===== src/hdl/eastw_pkg.sv =====
// ----------------------------------------------------------------------------
// eastw_pkg
// Shared types and constants for the US Eastern trading-window check: pipeline
// beat structures, reciprocal constants for the fixed divisions, and the
// calendar tables.
// ----------------------------------------------------------------------------
package eastw_pkg;

  // Configuration register indexes and reset values.
  localparam logic [1:0]  REG_OPEN_MINUTE  = 2'd0;
  localparam logic [1:0]  REG_CLOSE_MINUTE = 2'd1;
  localparam logic [10:0] OPEN_RESET       = 11'd570;
  localparam logic [10:0] CLOSE_RESET      = 11'd960;

  // Days from seconds: (epoch >> 7) / 675, exact for 25-bit operands.
  localparam logic [25:0] DAY_RECIP    = 26'd50903317;
  localparam int unsigned DAY_SHIFT    = 35;
  localparam logic [16:0] SECS_PER_DAY = 17'd86400;

  // Day of era relative to 0000-03-01, for the two eras the input can reach.
  localparam logic [15:0] ERA5_START_DAY = 16'd11017;
  localparam logic [17:0] ERA4_BIAS      = 18'd135080;
  localparam logic [17:0] DAYS_PER_CENT  = 18'd36524;
  localparam logic [17:0] LAST_ERA_DAY   = 18'd146096;

  // x / 365 as (x * R365) >> 25, exact for x below about 1.8 million.
  localparam logic [16:0] R365       = 17'd91930;
  localparam logic [17:0] DAYS_YEAR  = 18'd365;

  // x / 7 as (x * R7) >> 19, exact for 16-bit x.
  localparam logic [16:0] R7            = 17'd74899;
  localparam logic [15:0] DAYS_PER_WEEK = 16'd7;

  // x / 15 as (x * R15) >> 19, exact for 15-bit x (minute = (sec >> 2) / 15).
  localparam logic [15:0] R15 = 16'd34953;

  // UTC offsets in seconds.
  localparam logic [16:0] DST_OFFSET_S = 17'd14400;
  localparam logic [16:0] STD_OFFSET_S = 17'd18000;

  // Month codes counted from March, and weekday codes.
  localparam logic [3:0] MP_MARCH    = 4'd0;
  localparam logic [3:0] MP_APRIL    = 4'd1;
  localparam logic [3:0] MP_OCTOBER  = 4'd7;
  localparam logic [3:0] MP_NOVEMBER = 4'd8;
  localparam logic [2:0] WD_SUNDAY   = 3'd0;
  localparam logic [2:0] WD_MONDAY   = 3'd1;
  localparam logic [2:0] WD_FRIDAY   = 3'd5;
  localparam logic [2:0] WD_SATURDAY = 3'd6;

  // First day of year of each month, the year starting on March 1.
  localparam logic [8:0] MONTH_START [12] = '{
    9'd0, 9'd31, 9'd61, 9'd92, 9'd122, 9'd153,
    9'd184, 9'd214, 9'd245, 9'd275, 9'd306, 9'd337
  };

  // Beat leaving the UTC split: day count and second of day.
  typedef struct packed {
    logic        valid;
    logic [15:0] days;
    logic [16:0] sod;
  } utc_beat_t;

  // Beat leaving the civil-date stages: DST decision and UTC weekday.
  typedef struct packed {
    logic        valid;
    logic        dst;
    logic [2:0]  wday;
    logic [16:0] sod;
  } civ_beat_t;

  // Trading window bounds.
  typedef struct packed {
    logic [10:0] open_minute;
    logic [10:0] close_minute;
  } win_cfg_t;

  // Month code from day of year (March based).
  function automatic logic [3:0] month_index(input logic [8:0] doy);
    logic [3:0] mp;
    mp = 4'd0;
    for (int k = 1; k < 12; k++) begin
      if (doy >= MONTH_START[k]) begin
        mp = 4'(k);
      end
    end
    return mp;
  endfunction

  // Remainder by seven of a small value below 42.
  function automatic logic [2:0] mod7_small(input logic [5:0] x);
    logic [5:0] r;
    if (x >= 6'd35) begin
      r = x - 6'd35;
    end else if (x >= 6'd28) begin
      r = x - 6'd28;
    end else if (x >= 6'd21) begin
      r = x - 6'd21;
    end else if (x >= 6'd14) begin
      r = x - 6'd14;
    end else if (x >= 6'd7) begin
      r = x - 6'd7;
    end else begin
      r = x;
    end
    return r[2:0];
  endfunction

endpackage


===== src/hdl/eastw_utc_split.sv =====
// ----------------------------------------------------------------------------
// eastw_utc_split
// Splits the epoch into whole UTC days and the second of the day over two
// register stages: a reciprocal multiply, then a multiply-back and subtract.
// ----------------------------------------------------------------------------
module eastw_utc_split (
  input  logic                 clk_i,
  input  logic                 rst_ni,
  input  logic                 valid_i,
  input  logic [31:0]          epoch_i,
  output eastw_pkg::utc_beat_t beat_o
);
  import eastw_pkg::*;

  logic        v1_q, v2_q;
  logic [31:0] ep1_q;
  logic [50:0] prod_d, prod_q;
  logic [15:0] days, days2_q;
  logic [16:0] sod, sod2_q;
  utc_beat_t   beat_d;

  // Stage one: scaled reciprocal product for the day count.
  assign prod_d = 51'(epoch_i[31:7]) * 51'(DAY_RECIP);

  // Stage two: day count and remainder seconds.
  assign days = prod_q[DAY_SHIFT+15:DAY_SHIFT];
  assign sod  = 17'(ep1_q - 32'(days) * 32'(SECS_PER_DAY));

  always_comb begin
    beat_d.valid = v1_q;
    beat_d.days  = days;
    beat_d.sod   = sod;
  end

  // Valid bits are reset; the payload flows without reset.
  always_ff @(posedge clk_i or negedge rst_ni) begin
    if (!rst_ni) begin
      v1_q <= 1'b0;
      v2_q <= 1'b0;
    end else begin
      v1_q <= valid_i;
      v2_q <= beat_d.valid;
    end
  end

  always_ff @(posedge clk_i) begin
    ep1_q   <= epoch_i;
    prod_q  <= prod_d;
    days2_q <= beat_d.days;
    sod2_q  <= beat_d.sod;
  end

  always_comb begin
    beat_o.valid = v2_q;
    beat_o.days  = days2_q;
    beat_o.sod   = sod2_q;
  end

endmodule


===== src/hdl/eastw_civil.sv =====
// ----------------------------------------------------------------------------
// eastw_civil
// Civil date and US daylight saving decision from the UTC day count. Five
// register stages: day of era, year of era, day of year, month and day, and
// finally the second-Sunday / first-Sunday rule.
// ----------------------------------------------------------------------------
module eastw_civil (
  input  logic                 clk_i,
  input  logic                 rst_ni,
  input  eastw_pkg::utc_beat_t beat_i,
  output eastw_pkg::civ_beat_t beat_o
);
  import eastw_pkg::*;

  // Stage three registers.
  logic        v3_q;
  logic [15:0] days3_q;
  logic [16:0] sod3_q;
  logic [17:0] doe_d, doe3_q;
  logic [32:0] pc_d, pc_q;
  logic [32:0] p7_d, p7_q;

  // Stage four registers.
  logic        v4_q;
  logic [16:0] sod4_q;
  logic [17:0] doe4_q;
  logic [2:0]  wd_d, wd4_q;
  logic [17:0] n_d;
  logic [34:0] py_d, py_q;
  logic [15:0] q7;
  logic [7:0]  d1460;
  logic [2:0]  cents;

  // Stage five registers.
  logic        v5_q;
  logic [16:0] sod5_q;
  logic [2:0]  wd5_q;
  logic [8:0]  yoe;
  logic [1:0]  c100;
  logic [17:0] ybase;
  logic [8:0]  doy_d, doy_q;

  // Stage six registers.
  logic        v6_q;
  logic [16:0] sod6_q;
  logic [2:0]  wd6_q;
  logic [3:0]  mp_d, mp_q;
  logic [4:0]  mday_d, mday_q;

  // Stage seven.
  logic [2:0]  fs_rem;
  logic [3:0]  first_sun;
  logic        dst_d;
  civ_beat_t   beat_d;
  logic        v7_q, dst7_q;
  logic [2:0]  wd7_q;
  logic [16:0] sod7_q;

  // Day of era; the epoch range touches only two eras.
  always_comb begin
    if (beat_i.days >= ERA5_START_DAY) begin
      doe_d = 18'(beat_i.days) - 18'(ERA5_START_DAY);
    end else begin
      doe_d = 18'(beat_i.days) + ERA4_BIAS;
    end
  end
  assign pc_d = 33'(doe_d[17:2]) * 33'(R365);
  assign p7_d = 33'(beat_i.days) * 33'(R7);

  // UTC weekday (day zero was a Thursday) and the leap-corrected numerator
  // for the year of era.
  assign q7    = 16'(p7_q[32:19]);
  assign wd_d  = mod7_small(6'(days3_q - q7 * DAYS_PER_WEEK) + 6'd4);
  assign d1460 = pc_q[32:25];
  assign cents = 3'(doe3_q >= DAYS_PER_CENT) + 3'(doe3_q >= 18'(2) * DAYS_PER_CENT)
               + 3'(doe3_q >= 18'(3) * DAYS_PER_CENT) + 3'(doe3_q >= LAST_ERA_DAY);
  assign n_d   = doe3_q - 18'(d1460) + 18'(cents) - 18'(doe3_q >= LAST_ERA_DAY);
  assign py_d  = 35'(n_d) * 35'(R365);

  // Day of year within the March-based year.
  assign yoe   = py_q[33:25];
  assign c100  = 2'(yoe >= 9'd100) + 2'(yoe >= 9'd200) + 2'(yoe >= 9'd300);
  assign ybase = 18'(yoe) * DAYS_YEAR + 18'(yoe[8:2]) - 18'(c100);
  assign doy_d = 9'(doe4_q - ybase);

  // Month code and day of month.
  assign mp_d   = month_index(doy_q);
  assign mday_d = 5'(doy_q - MONTH_START[mp_d] + 9'd1);

  // Daylight saving: April to October always, March from the second Sunday,
  // November before the first Sunday.
  assign fs_rem    = mod7_small(6'(mday_q) + 6'd6 - 6'(wd6_q));
  assign first_sun = 4'(fs_rem) + 4'd1;
  always_comb begin
    dst_d = 1'b0;
    if (mp_q >= MP_APRIL && mp_q <= MP_OCTOBER) begin
      dst_d = 1'b1;
    end else if (mp_q == MP_MARCH) begin
      dst_d = (5'(first_sun) + 5'd7) <= mday_q;
    end else if (mp_q == MP_NOVEMBER) begin
      dst_d = mday_q < 5'(first_sun);
    end
    beat_d.valid = v6_q;
    beat_d.dst   = dst_d;
    beat_d.wday  = wd6_q;
    beat_d.sod   = sod6_q;
  end

  // Valid chain.
  always_ff @(posedge clk_i or negedge rst_ni) begin
    if (!rst_ni) begin
      v3_q <= 1'b0;
      v4_q <= 1'b0;
      v5_q <= 1'b0;
      v6_q <= 1'b0;
      v7_q <= 1'b0;
    end else begin
      v3_q <= beat_i.valid;
      v4_q <= v3_q;
      v5_q <= v4_q;
      v6_q <= v5_q;
      v7_q <= beat_d.valid;
    end
  end

  // Payload chain.
  always_ff @(posedge clk_i) begin
    days3_q <= beat_i.days;
    sod3_q  <= beat_i.sod;
    doe3_q  <= doe_d;
    pc_q    <= pc_d;
    p7_q    <= p7_d;
    sod4_q  <= sod3_q;
    doe4_q  <= doe3_q;
    wd4_q   <= wd_d;
    py_q    <= py_d;
    sod5_q  <= sod4_q;
    wd5_q   <= wd4_q;
    doy_q   <= doy_d;
    sod6_q  <= sod5_q;
    wd6_q   <= wd5_q;
    mp_q    <= mp_d;
    mday_q  <= mday_d;
    dst7_q  <= beat_d.dst;
    wd7_q   <= beat_d.wday;
    sod7_q  <= beat_d.sod;
  end

  always_comb begin
    beat_o.valid = v7_q;
    beat_o.dst   = dst7_q;
    beat_o.wday  = wd7_q;
    beat_o.sod   = sod7_q;
  end

endmodule


===== src/hdl/eastw_local.sv =====
// ----------------------------------------------------------------------------
// eastw_local
// Shifts the UTC second of day to Eastern time, derives the Eastern weekday
// and minute of day, and compares against the trading window. Three register
// stages, the last one being the result register.
// ----------------------------------------------------------------------------
module eastw_local (
  input  logic                 clk_i,
  input  logic                 rst_ni,
  input  eastw_pkg::civ_beat_t beat_i,
  input  eastw_pkg::win_cfg_t  cfg_i,
  output logic                 done_o,
  output logic                 window_open_o,
  output logic                 dst_active_o,
  output logic [2:0]           eastern_weekday_o,
  output logic [10:0]          eastern_minute_o
);
  import eastw_pkg::*;

  logic        v8_q, v9_q, done_q;
  logic [16:0] off;
  logic        same_day;
  logic [16:0] erem_d, erem_q;
  logic [2:0]  ewd_d, ewd8_q, ewd9_q;
  logic        dst8_q, dst9_q;
  logic [30:0] pm_d, pm_q;
  logic [10:0] minute;
  logic        open_d;
  logic        open_q, dst_q;
  logic [2:0]  wd_q;
  logic [10:0] min_q;

  // Offset the second of day; a borrow moves to the previous day.
  assign off      = beat_i.dst ? DST_OFFSET_S : STD_OFFSET_S;
  assign same_day = beat_i.sod >= off;
  always_comb begin
    if (same_day) begin
      erem_d = beat_i.sod - off;
      ewd_d  = beat_i.wday;
    end else begin
      erem_d = beat_i.sod + (SECS_PER_DAY - off);
      ewd_d  = (beat_i.wday == WD_SUNDAY) ? WD_SATURDAY : beat_i.wday - 3'd1;
    end
  end

  // Minute of day: (seconds >> 2) / 15 by reciprocal.
  assign pm_d   = 31'(erem_q[16:2]) * 31'(R15);
  assign minute = pm_q[29:19];

  // Window check on weekdays only.
  assign open_d = (ewd9_q >= WD_MONDAY) && (ewd9_q <= WD_FRIDAY)
               && (minute >= cfg_i.open_minute) && (minute < cfg_i.close_minute);

  always_ff @(posedge clk_i or negedge rst_ni) begin
    if (!rst_ni) begin
      v8_q   <= 1'b0;
      v9_q   <= 1'b0;
      done_q <= 1'b0;
    end else begin
      v8_q   <= beat_i.valid;
      v9_q   <= v8_q;
      done_q <= v9_q;
    end
  end

  always_ff @(posedge clk_i) begin
    erem_q <= erem_d;
    ewd8_q <= ewd_d;
    dst8_q <= beat_i.dst;
    pm_q   <= pm_d;
    ewd9_q <= ewd8_q;
    dst9_q <= dst8_q;
    open_q <= open_d;
    dst_q  <= dst9_q;
    wd_q   <= ewd9_q;
    min_q  <= minute;
  end

  assign done_o            = done_q;
  assign window_open_o     = open_q;
  assign dst_active_o      = dst_q;
  assign eastern_weekday_o = wd_q;
  assign eastern_minute_o  = min_q;

endmodule


===== src/hdl/us_eastern_trading_window_check_unit.sv =====
// ----------------------------------------------------------------------------
// us_eastern_trading_window_check_unit
// Converts a Unix epoch to US Eastern weekday and minute with daylight saving
// and flags whether it falls inside the configured trading window.
//
// Usage:
//   Input: drive epoch_seconds_i and raise start_i. A beat is taken at every
//   rising edge with start_i high and busy_o low; busy_o is always low, so a
//   new epoch can be issued in every cycle.
//   Output: done_o is high for exactly one cycle per beat, with window_open_o,
//   dst_active_o, eastern_weekday_o and eastern_minute_o valid in that cycle.
//   Results leave in input order; the receiver must take them as they come.
//   Pipeline: done_o and the results leave through ten register stages:
//   two for the day split, five for the civil date and DST rule, three
//   for the Eastern shift, minute division and window compare.
//   Throughput: one beat per cycle.
//   Configuration: cfg_we_i writes cfg_wdata_i into the register chosen by
//   cfg_idx_i (0 open minute, 1 close minute); other indexes are ignored.
//   Write only while no beat is in flight.
//   Reset: the pipeline empties and the window returns to 09:30 to 16:00.
// ----------------------------------------------------------------------------
module us_eastern_trading_window_check_unit (
  input  logic        clk_i,
  input  logic        rst_ni,
  input  logic        start_i,
  output logic        busy_o,
  input  logic [31:0] epoch_seconds_i,
  output logic        done_o,
  output logic        window_open_o,
  output logic        dst_active_o,
  output logic [2:0]  eastern_weekday_o,
  output logic [10:0] eastern_minute_o,
  input  logic        cfg_we_i,
  input  logic [1:0]  cfg_idx_i,
  input  logic [10:0] cfg_wdata_i
);
  import eastw_pkg::*;

  logic        accept;
  logic [10:0] open_q, close_q;
  win_cfg_t    cfg;
  utc_beat_t   utc_beat;
  civ_beat_t   civ_beat;

  // The pipeline never stalls.
  assign busy_o = 1'b0;
  assign accept = start_i && !busy_o;

  // Window registers.
  always_ff @(posedge clk_i or negedge rst_ni) begin
    if (!rst_ni) begin
      open_q  <= OPEN_RESET;
      close_q <= CLOSE_RESET;
    end else if (cfg_we_i) begin
      case (cfg_idx_i)
        REG_OPEN_MINUTE:  open_q  <= cfg_wdata_i;
        REG_CLOSE_MINUTE: close_q <= cfg_wdata_i;
        default: ;
      endcase
    end
  end

  always_comb begin
    cfg.open_minute  = open_q;
    cfg.close_minute = close_q;
  end

  // UTC day and second of day.
  eastw_utc_split u_split (
    .clk_i   (clk_i),
    .rst_ni  (rst_ni),
    .valid_i (accept),
    .epoch_i (epoch_seconds_i),
    .beat_o  (utc_beat)
  );

  // Civil date and daylight saving decision.
  eastw_civil u_civil (
    .clk_i  (clk_i),
    .rst_ni (rst_ni),
    .beat_i (utc_beat),
    .beat_o (civ_beat)
  );

  // Eastern time and window check.
  eastw_local u_local (
    .clk_i             (clk_i),
    .rst_ni            (rst_ni),
    .beat_i            (civ_beat),
    .cfg_i             (cfg),
    .done_o            (done_o),
    .window_open_o     (window_open_o),
    .dst_active_o      (dst_active_o),
    .eastern_weekday_o (eastern_weekday_o),
    .eastern_minute_o  (eastern_minute_o)
  );

endmodule


===== config.mk =====
export PLATFORM = sky130hd
export DESIGN_NAME = us_eastern_trading_window_check_unit
export DESIGN_NICKNAME = d
export VERILOG_FILES = /design/src/hdl/eastw_pkg.sv /design/src/hdl/eastw_utc_split.sv /design/src/hdl/eastw_civil.sv /design/src/hdl/eastw_local.sv /design/src/hdl/us_eastern_trading_window_check_unit.sv
export SDC_FILE = /design/constraint.sdc
export NUM_CORES = 2
export LEC_CHECK = 0
export BUFFER_PORTS_ARGS = -buffer_cell sky130_fd_sc_hd__buf_4
export CORE_UTILIZATION = 45
export DETAILED_ROUTE_END_ITERATION = 7
export HOLD_SLACK_MARGIN = 0.06
export PLACE_DENSITY = 0.58
export SKIP_CTS_REPAIR_TIMING = 1
export SYNTH_ARGS = -nofsm -noshare
export SYNTH_HDL_FRONTEND = slang
export SYNTH_SLANG_ARGS = --single-unit

===== constraint.sdc =====
create_clock -name clk_i -period 20.6 [get_ports clk_i]
set_input_delay 4.12 -clock clk_i [delete_from_list [all_inputs] [get_ports clk_i]]
set_output_delay 4.12 -clock clk_i [all_outputs]
set_load 0.01 [all_outputs]

# Yosys cells after proc, flatten, opt, wreduce, memory -nomap -nowiden
# Memories as Yosys holds them, arrays and structs flattened.
# Index checks and enable logic that the tools add are counted.
[totals]
ff_bits = 451
romBits = 144
in_bits = 49
out_inout_bits = 18
memories = 1
[mem_list]
columns = ["name", "words", "width", "rd", "rd_clocked_by_memory_dff", "wr", "line", "rtl"]
rows = [
  ["(name not given)", 16, 9, 1, 0, 0, "eastw_civil.sv:88", "assign mday_d = 5'(doy_q - MONTH_START[mp_d] + 9'd1);"],
]
[op_classes]
add_sub_neg = 36
multipliers = 8
magnitude_cmp = 39
eq_ne = 2
n_mux = 30
bitwise = 1
n_reduce_logical = 9
[ops]
columns = ["op", "n"]
rows = [
  ["$mul 25x26->51 const B", 1],
  ["$mux 3", 16],
  ["$ge 9x8->1 const B", 5],
  ["$ge 18x17->1 const B", 2],
  ["$ge 9x9->1 const B", 4],
  ["$sub 17x17->17", 2],
  ["$mul 16x17->33 const B", 1],
  ["$mul 18x16->33 const B", 1],
  ["$mul 16x16->32 const B", 1],
  ["$mul 15x16->30 const B", 1],
  ["$ge 9x7->1 const B", 3],
  ["$ge 6x5->1 const B", 4],
  ["$sub 3x3->3 const B", 8],
  ["$add 16x18->18 const B", 1],
  ["$add 18x3->18", 1],
  ["$ge 18x16->1 const B", 1],
  ["$ge 18x18->1 const B", 1],
  ["$mux 18", 1],
  ["$sub 18x1->18", 1],
  ["$sub 18x8->18", 1],
  ["$add 17x17->17", 1],
  ["$ge 17x17->1", 1],
  ["$mux 17", 1],
  ["$sub 16x14->17 const B", 1],
  ["other kinds (48)", 65],
]

# Depth between registers and ports, before layout
[depth]
ltp_word = 18
mapped_depth = 46

# Modules after synthesis
# Synthesis repeated with hierarchy kept, for this count alone.
[hier_totals]
cells_unflattened = 3967
area_unflattened_um2 = 39918.3
[by_module_without_submodules]
columns = ["module", "instances", "cells_per_inst", "area_per_inst_um2", "seq_area_each_um2"]
rows = [
  ["eastw_civil", 1, 2127, 21565.7, 3568.4],
  ["eastw_utc_split", 1, 1220, 12186.7, 1371.3],
  ["eastw_local", 1, 570, 5306.3, 1076.0],
  ["us_eastern_trading_window_check_unit", 1, 50, 859.6, 561.8],
]

# Least setup slack after synthesis
# No wires, ideal clock.
[synth_path]
kind = "register -> register"
start = "reg u_civil.doe3_q[13]"
end = "reg u_civil.py_q[33]"
arrival_ps = 9685
path_slack_ps = 10776
path_stages_with_launch = 39
path_buffers = 0
cell_sequence = "dfxtp_1 -> inv_1 -> ha_1 -> nand2_1 -> nor2_1 -> o21ai_0 -> o311ai_0 -> ha_1 -> fa_1 -> fa_1 -> fa_1 -> ha_1 -> nand4_1 -> a21oi_1 -> o31ai_1 -> a21boi_0 -> o2111ai_1 -> a31o_2 -> [... 3 more ...] -> inv_1 -> ha_1 -> inv_1 -> fa_1 -> inv_1 -> fa_1 -> fa_1 -> inv_1 -> fa_1 -> inv_1 -> ha_1 -> nand4_1 -> or4_1 -> o211ai_1 -> o211ai_1 -> o21ai_0 -> xnor2_1 -> xnor2_1"
[synth_between]
elab_chain_cells = 7
elab_cells_between_ends = 11
classes_between = "add/sub (6); mul (1); order compare (4)"
[synth_rtl]
columns = ["item", "line", "rtl"]
rows = [
  ["start: declaration", "eastw_civil.sv:19", "logic [17:0] doe_d, doe3_q;"],
  ["start signal: assignment", "eastw_civil.sv:130", "doe3_q <= doe_d;"],
  ["$ge 18x16->1 or $ge 18x17->1 (tied branches)", "eastw_civil.sv:75", "assign cents = 3'(doe3_q >= DAYS_PER_CENT) + 3'(doe3_q >= 18'(2) * DAYS_PER_CENT)"],
  ["$add 1x1->2", "eastw_civil.sv:75", ""],
  ["$add 3x1->3 (2 in series)", "eastw_civil.sv:76", "+ 3'(doe3_q >= 18'(3) * DAYS_PER_CENT) + 3'(doe3_q >= LAST_ERA_DAY);"],
  ["$add 18x3->18", "eastw_civil.sv:77", "assign n_d = doe3_q - 18'(d1460) + 18'(cents) - 18'(doe3_q >= LAST_ERA_DAY);"],
  ["$sub 18x1->18 (*)", "eastw_civil.sv:77", ""],
  ["$mul 18x16->33 (*)", "eastw_civil.sv:78", "assign py_d = 35'(n_d) * 35'(R365);"],
  ["via u_civil.py_d[33]", "eastw_civil.sv:29", "logic [34:0] py_d, py_q;"],
  ["end signal: assignment", "eastw_civil.sv:136", "py_q <= py_d;"],
  ["end: declaration", "eastw_civil.sv:29", ""],
]
# The timed path passes the listed nets; every way through them passes the cells marked *.
# A chain may end at the register's enable or synchronous reset.

# Final worst setup path
[layout_path]
start = "reg u_civil.doe3_q[2]"
end = "reg u_civil.py_q[33]"
# The elaborated chain is that of the path after synthesis.

==> impl_metrics.toml <==
[logic_synthesis]
syn_inst = 3793
synth_edf_count = 0
synthesis.nets = 5311
synthTopCellsByCount = "ha_1, inv_1, fa_1"
synth.most_common_cell = "ha_1"
synth_seq_cells = 320
ys_types = 83
synth_top_area_share_pct = 31.81
synth_largest_area_cell = "ha_1"
ys_seq_area_share_pct = 16.88
synth.top_cells.by_area = "ha_1, fa_1, dfxtp_1"
avgSynthCellArea_um2 = 10.28
async_flop_share_pct = 10.00
synthesis.area_um2 = 38980
synth_flop_cell = "dfxtp_1"
yosys_warnings = 0

[route]
ant_nets = 0
wl_per_cell_um = 15.02
wl_met2_um = 35630
dr_total_vias = 24440
viasPerCell = 4.811
wl_met1_um = 36890
wl_met3_um = 2057
drtIter0Drc = 818
first_pass_iters = 5
drc = 0
top_layer = "met4"
drt_wl_total_um = 76320

[die]
die_x_um = 296.3
die_h_um = 296.3
core-area_um2 = 85410
fp.dieArea_um2 = 87790
row_count = 107
io_pins = 67
start_util_pct = 45.63

[clocking]
cts.sinks = 320
numCtsBuffers = 38
clock_latency_ns = 0.55
cts_tree = "done"
ctsHtreeMaxLevel = 2
clk_pin_slew_ns = 0.06
root_buffer = "clkbuf_16"
clk_path_buf_depth = 3

[worst_setup_path]
start_kind = "flip-flop"
cp_slowest_cell = "fa_1"
critical_path_class = "reg -> reg"
required_ns = 21.09
critPathArrivalTime_ns = 11.28
r2r-end = "u_civil.py_q[33]"
rr_startpoint = "u_civil.doe3_q[2]"
cp_common_cell = "fa_1"
cpPeakStageDelay_ns = 0.61
worstPathMaxFanout = 6
reg2reg_depth = 39
cp-end-kind = "flip-flop"
rrSetupSlack_ns = 9.80

[grt]
grt_pass1_wl_um = 128100
antenna_found_initial = 0
grt_max_degree = 36
grt_pass1_vias = 25581
grt-ovfl-total = 0
track_usage_pct = 18.24

[cells_and_area]
fillCellCount = 8037
synthToLayoutAreaGrowth_pct = 8.616
nets = 5426
drive_gt1_share_pct = 5.462
num_antenna_cells = 0

[status]
status = "completed"

[placement]
io_buffers = 65
dpl.hpwl_um = 65700
place_congestion = 0.8693

[sta]
finalSetupViolCount = 0
finClkSkew_ns = 0.02703
tns_ns = 0
fmax_mhz = 92.63
grt_setup_unrepaired = "no"
hold_viol = 0
relSlewSlack_pct = 22.31
finalCriticalPeriod_ns = 10.80
worst_slew_pin_slew_ns = 1.157
drv_slew = 0
period_share_pct = 52.40

[worst_hold_path]
holdPathEnd = "u_civil.sod7_q[9]"
min_path_cells = 0
hold_path_class = "reg -> reg"
hp-start = "u_civil.sod6_q[9]"

[flow_run]
cap_violations = 0
kinds of logic after synthesis:
kind of cell | Yosys count | share of synthesized area, %
simple gates | 361 | 4.642
compound gates | 473 | 7.926
buf+inv | 957 | 9.226
flops | 320 | 16.88
xor+xnor | 187 | 4.257
other cells | 1 | 0.009621
fa+ha+maj | 1470 | 56.39
mux | 24 | 0.6741
cell usage in the layout (no fill, tap or decap), types with 11 or more instances in the layout:
master,Yosys,layout
dfrtp_1,23,23
buf_4,1,92
mux2_2,14,14
a21oi_1,136,135
nand3_1,32,32
and2_1,11,11
nand4_1,23,23
ha_1,991,991
nand2_1,104,104
xnor2_1,132,132
fa_1,478,478
dfxtp_1,288,288
a211oi_1,12,12
xor2_1,53,53
inv_1,940,940
a21o_1,65,65
o21a_1,22,22
nor2b_1,14,14
o21bai_1,21,21
o211ai_1,14,14
o2111ai_1,11,11
clkbuf_16,0,39
o21ai_0,98,98
nand2b_1,17,17
nor3_1,26,26
nor2_1,80,80
a31oi_1,13,13
critical path: cells and delay by family (launching register included):
family	cells	cell delay, ns
and+or+nand+nor	6	1.16
DFF	1	0.36
AOI/OAI and AO/OA	11	2.50
adders and majority gates	12	5.35
xor gates and xnor gates	3	0.63
buffers and inverters	7	0.71
metal layers:
| layer | up-vias | track usage [%] |
|---|---|---|
| met2 | 289 | 31.07 |
| met3 | 93 | 1.726 |
| met1 | 11615 | 24.70 |
| li1 | 12443 | - |
| met4 | 0 | 4.878 |
| met5 | - | 0 |
registers in the layout, summed over array words and instances, names as in the netlist, 6 cells and up:
register	cells
open_q	11
u_local.pm_q	11
u_civil.pc_q	8
u_split.sod2_q	17
u_civil.sod6_q	17
u_split.ep1_q	17
u_civil.sod7_q	17
u_split.prod_q	16
u_civil.doe4_q	9
u_civil.doy_q	9
u_local.eastern_minute_o	11
u_civil.sod5_q	17
close_q	11
u_split.days2_q	16
u_civil.doe3_q	18
u_civil.sod4_q	17
u_civil.days3_q	6
u_civil.p7_q	6
u_civil.sod3_q	17
u_civil.py_q	9
u_local.erem_q	15
how the worst max path moves through the flow:
stage,start,to,slack (ns),depth (start not counted)
global route,u_civil.doe3_q[2],u_civil.py_q[33],9.08,39
floorplan,u_civil.doe3_q[13],u_civil.py_q[33],10.78,38
finish,u_civil.doe3_q[2],u_civil.py_q[33],9.80,39
CTS,u_civil.doe3_q[2],u_civil.py_q[33],9.78,39
global placement,u_civil.doe3_q[2],u_civil.py_q[33],9.94,39
detailed placement,u_civil.doe3_q[2],u_civil.py_q[33],9.77,39
stage by stage:
step	cells	cell area (um^2)	hold slack, ns	worst slack (ns)	util (%)
floorplan	3793	38980	0.3096	10.78	-
global placement	5012	41040	0.3098	9.941	48.05
detailed placement	5012	41040	0.3121	9.775	48.05
CTS	5080	42330	0.2986	9.781	49.56
global route	5080	42330	0.3106	9.080	49.56
finish	5080	42330	0.3062	9.805	49.56
cell type report:
type	count	area, um^2	share of cell area [%]
flip-flops and latches	320	6578	15.54
inverters	940	3528	8.335
well taps	1144	1431	3.381
repair buffers	92	690.7	1.631
multi-input cells	2516	28810	68.06
clock buffers	48	1060	2.503
clock inverters	20	235.2	0.5556
Power is left out: the tool's default activity adds up to more than one toggle a clock period on the data nets, which glitch-free logic cannot reach.
